<file path="src/design/mbrfe_pkg.sv">
// mbrfe_pkg: shared types, constants and functions of the modbus request frame encoder
// request item struct, frame byte selection and crc-16/modbus byte fold
// no dependencies
package mbrfe_pkg;

	localparam int HDR_LEN   = 6;
	localparam int FRAME_LEN = 8;
	localparam int BYTE_IDX_W = $clog2(FRAME_LEN);

	localparam logic [15:0] CRC_INIT = 16'hFFFF;
	localparam logic [15:0] CRC_POLY = 16'hA001;

	typedef struct packed {
		logic [7:0]  slave_address;
		logic [7:0]  function_code;
		logic [15:0] register_address;
		logic [15:0] count_or_value;
	} req_t;

	// header bytes of the frame in transmit order
	function automatic logic [7:0] frame_byte(input req_t r, input logic [BYTE_IDX_W-1:0] k);
		logic [7:0] b;
		case (k)
			3'd0: b = r.slave_address;
			3'd1: b = r.function_code;
			3'd2: b = r.register_address[15:8];
			3'd3: b = r.register_address[7:0];
			3'd4: b = r.count_or_value[15:8];
			3'd5: b = r.count_or_value[7:0];
			default: b = 8'h00;
		endcase
		return b;
	endfunction

	// reflected crc, lsb first
	function automatic logic [15:0] crc_byte(input logic [15:0] crc, input logic [7:0] b);
		logic [15:0] c;
		c = crc ^ {8'h00, b};
		for (int j = 0; j < 8; j++) begin
			c = c[0] ? ((c >> 1) ^ CRC_POLY) : (c >> 1);
		end
		return c;
	endfunction

endpackage

</file>
<file path="src/design/modbus_request_frame_encoder_unit.sv">
// modbus_request_frame_encoder_unit: modbus rtu request frame encoder top level
// uses mbrfe_pkg, mbrfe_crc_pipe, mbrfe_serializer
//
// input channel (in_valid / in_stall) takes one request item: slave address,
// function code, register address and count or value. output channel
// (out_valid / out_stall) gives the eight frame bytes one item per cycle
// while out_stall is low: address, function, register hi/lo, count hi/lo,
// crc lo, crc hi. last_byte is high on the eighth byte. the crc is
// crc-16/modbus over the first six bytes, one byte folded per pipeline stage.
//
// a request passes the six crc stages and then the output shift register
// before its first byte appears. the single byte-wide output sends one frame
// at a time and loads the next as the last byte of the previous one leaves.
// the crc pipeline can take a request every cycle while its first stage can
// move and buffers up to six. a stall on the output holds the current byte and
// fills the pipeline, after which in_stall rises; nothing is lost or repeated.
// reset (arst_n low) empties all stages; no data state is kept.
module modbus_request_frame_encoder_unit (
	input  logic        clk,
	input  logic        arst_n,
	input  logic        in_valid,
	output logic        in_stall,
	input  logic [7:0]  slave_address,
	input  logic [7:0]  function_code,
	input  logic [15:0] register_address,
	input  logic [15:0] count_or_value,
	output logic        out_valid,
	input  logic        out_stall,
	output logic [7:0]  tx_byte,
	output logic        last_byte
);
	import mbrfe_pkg::*;

	req_t        in_req;
	req_t        pipe_req;
	logic [15:0] pipe_crc;
	logic        pipe_valid;
	logic        pipe_stall;

	assign in_req = '{slave_address:    slave_address,
	                  function_code:    function_code,
	                  register_address: register_address,
	                  count_or_value:   count_or_value};

	mbrfe_crc_pipe u_crc_pipe (
		.clk       (clk),
		.arst_n    (arst_n),
		.in_valid  (in_valid),
		.in_stall  (in_stall),
		.in_req    (in_req),
		.out_valid (pipe_valid),
		.out_stall (pipe_stall),
		.out_req   (pipe_req),
		.out_crc   (pipe_crc)
	);

	mbrfe_serializer u_serializer (
		.clk       (clk),
		.arst_n    (arst_n),
		.in_valid  (pipe_valid),
		.in_stall  (pipe_stall),
		.in_req    (pipe_req),
		.in_crc    (pipe_crc),
		.out_valid (out_valid),
		.out_stall (out_stall),
		.tx_byte   (tx_byte),
		.last_byte (last_byte)
	);

endmodule

</file>
<file path="src/design/mbrfe_crc_pipe.sv">
// mbrfe_crc_pipe: six-stage crc pipeline, one header byte folded per stage
// uses mbrfe_pkg (req_t, frame_byte, crc_byte)
module mbrfe_crc_pipe (
	input  logic               clk,
	input  logic               arst_n,
	input  logic               in_valid,
	output logic               in_stall,
	input  mbrfe_pkg::req_t    in_req,
	output logic               out_valid,
	input  logic               out_stall,
	output mbrfe_pkg::req_t    out_req,
	output logic [15:0]        out_crc
);
	import mbrfe_pkg::*;

	// index 0 is the input side, 1..HDR_LEN are the stage registers
	logic        vld_s [0:HDR_LEN];
	req_t        req_s [0:HDR_LEN];
	logic [15:0] crc_s [0:HDR_LEN];
	logic        adv   [0:HDR_LEN];

	assign vld_s[0] = in_valid;
	assign req_s[0] = in_req;
	assign crc_s[0] = CRC_INIT;

	// a stage moves when it is empty or the next one moves
	assign adv[HDR_LEN] = !out_stall;

	for (genvar i = 0; i < HDR_LEN; i++) begin : g_stage
		assign adv[i] = !vld_s[i+1] || adv[i+1];

		always_ff @(posedge clk or negedge arst_n) begin
			if (!arst_n) begin
				vld_s[i+1] <= 1'b0;
			end else if (adv[i]) begin
				vld_s[i+1] <= vld_s[i];
			end
		end

		always_ff @(posedge clk) begin
			if (adv[i] && vld_s[i]) begin
				req_s[i+1] <= req_s[i];
				crc_s[i+1] <= crc_byte(crc_s[i], frame_byte(req_s[i], BYTE_IDX_W'(i)));
			end
		end
	end

	assign in_stall  = !adv[0];
	assign out_valid = vld_s[HDR_LEN];
	assign out_req   = req_s[HDR_LEN];
	assign out_crc   = crc_s[HDR_LEN];

endmodule

</file>
<file path="src/design/mbrfe_serializer.sv">
// mbrfe_serializer: loads a finished request and its crc, sends the eight frame bytes
// uses mbrfe_pkg (req_t, frame_byte, FRAME_LEN)
module mbrfe_serializer (
	input  logic               clk,
	input  logic               arst_n,
	input  logic               in_valid,
	output logic               in_stall,
	input  mbrfe_pkg::req_t    in_req,
	input  logic [15:0]        in_crc,
	output logic               out_valid,
	input  logic               out_stall,
	output logic [7:0]         tx_byte,
	output logic               last_byte
);
	import mbrfe_pkg::*;

	logic [8*FRAME_LEN-1:0] frame_q;
	logic [BYTE_IDX_W-1:0]  idx_q;
	logic                   busy_q;
	logic                   out_take;
	logic                   is_last;
	logic                   load;

	assign is_last  = (idx_q == BYTE_IDX_W'(FRAME_LEN - 1));
	assign out_take = busy_q && !out_stall;
	// a new frame loads as the last byte of the previous one leaves
	assign in_stall = busy_q && !(is_last && !out_stall);
	assign load     = in_valid && !in_stall;

	always_ff @(posedge clk or negedge arst_n) begin
		if (!arst_n) begin
			busy_q <= 1'b0;
			idx_q  <= '0;
		end else if (load) begin
			busy_q <= 1'b1;
			idx_q  <= '0;
		end else if (out_take) begin
			idx_q <= idx_q + 1'b1;
			if (is_last) begin
				busy_q <= 1'b0;
			end
		end
	end

	always_ff @(posedge clk) begin
		if (load) begin
			frame_q <= {frame_byte(in_req, 3'd0), frame_byte(in_req, 3'd1),
			            frame_byte(in_req, 3'd2), frame_byte(in_req, 3'd3),
			            frame_byte(in_req, 3'd4), frame_byte(in_req, 3'd5),
			            in_crc[7:0], in_crc[15:8]};
		end else if (out_take) begin
			frame_q <= {frame_q[8*FRAME_LEN-9:0], 8'h00};
		end
	end

	assign out_valid = busy_q;
	assign tx_byte   = frame_q[8*FRAME_LEN-1 -: 8];
	assign last_byte = is_last;

endmodule

</file>
<file path="config.mk">
export PLATFORM = sky130hd
export DESIGN_NAME = modbus_request_frame_encoder_unit
export DESIGN_NICKNAME = d
export VERILOG_FILES = /design/src/design/mbrfe_pkg.sv /design/src/design/modbus_request_frame_encoder_unit.sv /design/src/design/mbrfe_crc_pipe.sv /design/src/design/mbrfe_serializer.sv
export SDC_FILE = /design/constraint.sdc
export NUM_CORES = 1
export LEC_CHECK = 0
export ABC_AREA = 0
export BUFFER_PORTS_ARGS = -buffer_cell sky130_fd_sc_hd__buf_4
export CORE_MARGIN = 8
export CORE_UTILIZATION = 55
export DETAILED_ROUTE_END_ITERATION = 10
export PLACE_DENSITY = 0.75
export SLEW_MARGIN = 20
export SYNTH_ARGS = -nofsm -noshare
export SYNTH_HDL_FRONTEND = slang
export SYNTH_SLANG_ARGS = --single-unit
</file>
<file path="constraint.sdc">
create_clock -name clk -period 12.15 [get_ports clk]
set_clock_uncertainty 0.15 [all_clocks]
set_input_delay 3.0375 -clock clk [delete_from_list [all_inputs] [get_ports clk]]
set_output_delay 3.0375 -clock clk [all_outputs]
set_load 0.02 [all_outputs]
</file>
==> results.sh <==
export IMPL_max_freq_mhz=132
export IMPL_via_per_inst=5.08
export IMPL_utilization=0.634
export IMPL_synth_compound_area_frac=0.00340
export IMPL_grt_pass1_wl_um=35500
export IMPL_cp_start_kind="input port"
export IMPL_crit_path_end_kind="output port"
export IMPL_cts_clk_slew_worst_paths_ns=0.06
export IMPL_drt_initial_drc_count=402
export IMPL_synth_top_family_by_area="XOR/XNOR gates"
export IMPL_min_path_cells=0
export IMPL_die_h_um=186
export IMPL_die_w_um=186
export IMPL_grt_pass1_vias=6579
export IMPL_finalNetCount=840
export IMPL_num_rows=62
export IMPL_yosys_area_share_simple=0.0100
export IMPL_synthAdderAreaFrac=0.00158
export IMPL_min_period_ns=7.56
export IMPL_port_buffers=62
export IMPL_postCtsSetupBuffers=0
export IMPL_reg2reg_depth=7
export IMPL_slew_violations=0
export IMPL_synth_xor_area_frac=0.0817
export IMPL_grt_max_degree=68
export IMPL_crit_type="in -> out"
export IMPL_yosys_cell_types_count=34
export IMPL_synth_largest_area_cell="edfxtp_1"
export IMPL_core_area_sq_um=28500
export IMPL_grt_total_usage=0.134
export IMPL_clock_sinks=452
export IMPL_hold_violations=0
export IMPL_postRouteAntennaNets=0
export IMPL_critical_path_arrival_ns=4.37
export IMPL_first_pass_iters=4
export IMPL_finalSetupViolCount=0
export IMPL_fin_tns_setup_ns=0
export IMPL_relSlewSlack=0.416
export IMPL_ys_warn_count=0
export IMPL_cts_hold_buf=0
export IMPL_ys_seq_area_frac=0.855
export IMPL_clk_latency_ns=0.52
export IMPL_crit_required_ns=8.96
export IMPL_drive_gt1_frac=0.191
export IMPL_min_path_type="reg -> reg"
export IMPL_area_growth_pct=14.4
export IMPL_wirelength_um=22600
export IMPL_postCtsResizedCells=0
export IMPL_worstMarginPinSlew_ns=0.877
export IMPL_vias=6084
export IMPL_ios=63
export IMPL_wl_per_cell_um=18.9
export IMPL_cts_root_buffer="clkbuf_16"
export IMPL_start_util=0.554
export IMPL_synthTopCellsByArea="edfxtp_1 84%, mux2_1 4.0%, xnor2_1 3.2%, xor2_1 1.7%, dfrtp_1 1.6%"
export IMPL_cts_buffers=42
export IMPL_rsz0062_at_grt="no"
export IMPL_drc_errors=0
export IMPL_syn_area_sq_um=15800
export IMPL_place_congestion=0.784
export IMPL_syn_avg_cell_area_sq_um=23.0
export IMPL_synth_top_cell_area_share=0.839
export IMPL_cts_max_level=2
export IMPL_p_per_area_nw_per_um2=184
export IMPL_yosys_mux_area_fraction=0.0406
export IMPL_outcome="complete, no violations"
export IMPL_die_area_sq_um=34400
export IMPL_clockBufferDepth=3
export IMPL_ir_drop_mv=0.121
export IMPL_fin_crit_sh=0.622
export IMPL_drv_cap=0
export IMPL_n_antenna_cell=0
export IMPL_synth_fp_nets=741
export IMPL_antenna_found_initial=0
export IMPL_grt_overflow=0
export IMPL_hpwl_um=13600
export IMPL_cts_tree="done"
export IMPL_leakage_nw=6.09
export IMPL_syn_inst=687
export IMPL_synth_seq_cells=452
export IMPL_cp_max_fo=5
==> cell usage after synthesis, drive strengths merged <==
| master | instances |
|---|---|
| nand2 | 7 |
| buf | 14 |
| edfxtp | 442 |
| nor3 | 1 |
| and2 | 10 |
| a21oi | 2 |
| a21o | 2 |
| nand4 | 1 |
| nand2b | 2 |
| nor2 | 1 |
| o21ai | 3 |
| mux2 | 57 |
| or2 | 2 |
| or3 | 1 |
| ha | 2 |
| xnor2 | 66 |
| dfrtp | 10 |
| xor3 | 3 |
| and3 | 1 |
| a21boi | 1 |
| nand3 | 1 |
| xor2 | 37 |
| clkbuf | 1 |
| a31oi | 1 |
| inv | 8 |
| nor2b | 2 |
| xnor3 | 9 |
==> metal layers <==
layer / vias to the layer above / share of wire / global-route usage
met2: 148 / 0.51 / 0.231
met4: 0 / 0.031 / 0.0530
li1: 2813 / - / -
met3: 51 / 0.041 / 0.0277
met5: - / 0 / 0
met1: 3072 / 0.42 / 0.164
==> state kept, by name, indices dropped and copies added, names as in the netlist, 3 cells and up <==
| register | count |
|---|---|
| u_crc_pipe.out_req | 48 |
| u_crc_pipe.vld_s | 5 |
| u_crc_pipe.req_s | 240 |
| u_crc_pipe.out_crc | 16 |
| u_serializer.frame_q | 64 |
| u_crc_pipe.crc_s | 74 |
| u_serializer.idx_q | 3 |
==> path summary, 6_finish.rpt <==
kind | to | startpoint | slack (ns)
min in group asynchronous | u_serializer.out_valid | arst_n | 2.19
min reg2reg | u_crc_pipe.out_req[12] | u_crc_pipe.req_s[60] | 0.26
max reg2reg | u_crc_pipe.req_s[173] | u_serializer.idx_q[0] | 9.39
max in group asynchronous | u_crc_pipe.vld_s[1] | arst_n | 9.52
max | in_stall | out_stall | 4.59
min | u_crc_pipe.out_req[12] | u_crc_pipe.req_s[60] | 0.26
==> cell usage in the layout (no fill, tap or decap), drive strengths merged <==
cell type  Yosys  final
a21boi         1      1
a21o           2      2
a21oi          2      2
a31oi          1      1
and2          10     10
and3           1      1
buf           14     70
bufinv         0      3
clkbuf         1     47
clkinv         0     18
clkinvlp       0      2
dfrtp         10     10
edfxtp       442    442
ha             2      2
inv            8      9
mux2          57     57
nand2          7      7
nand2b         2      2
nand3          1      1
nand4          1      1
nor2           1      1
nor2b          2      2
nor3           1      1
o21ai          3      3
or2            2      2
or3            1      1
xnor2         66     66
xnor3          9      9
xor2          37     37
xor3           3      3
==> metrics by stage <==
step	cell area [sq um]	power [mW]	worst slack, ns	instances	hold slack (ns)
finish	18100	3.34	4.59	1197	0.261
global route	18100	3.45	4.48	1197	0.262
CTS	18100	3.37	4.59	1197	0.258
detailed placement	16800	2.14	4.64	1126	0.255
global placement	16800	2.13	4.70	1126	0.252
floorplan	15800	2.07	4.79	687	0.250
==> power by group <==
| group | internal, mW | switching [mW] | total (mW) |
|---|---|---|---|
| clock | 0.709 | 0.518 | 1.23 |
| sequential | 1.84 | 0.0332 | 1.87 |
| combinational | 0.105 | 0.130 | 0.235 |
==> worst max-delay path, stage by stage <==
cell and delay [ns]:
buf_4 0.09, nand2b_1 0.21, nand4_1 0.22, nor2_1 0.47
and2_1 0.20, buf_4 0.14
==> cells by family (layout without fill, tap and decap cells) <==
kind of cell / count (synthesis) / in the layout
DFF: 452 / 452
xor gates and xnor gates: 115 / 115
muxes: 57 / 57
and+or+nand+nor: 29 / 29
buffers and inverters: 23 / 149
AOI/OAI and AO/OA: 9 / 9
adders and majority gates: 2 / 2
==> final cells by class <==
class	count	area, sq um
sequential	452	13500
fill	1832	10500
multi-input combinational	212	2240
clock buffer	47	1090
timing repair buffer	70	526
tap	384	480
clock inverter	24	206
inverter	8	30.0
Note: power is estimated with default switching activity, not from simulation.
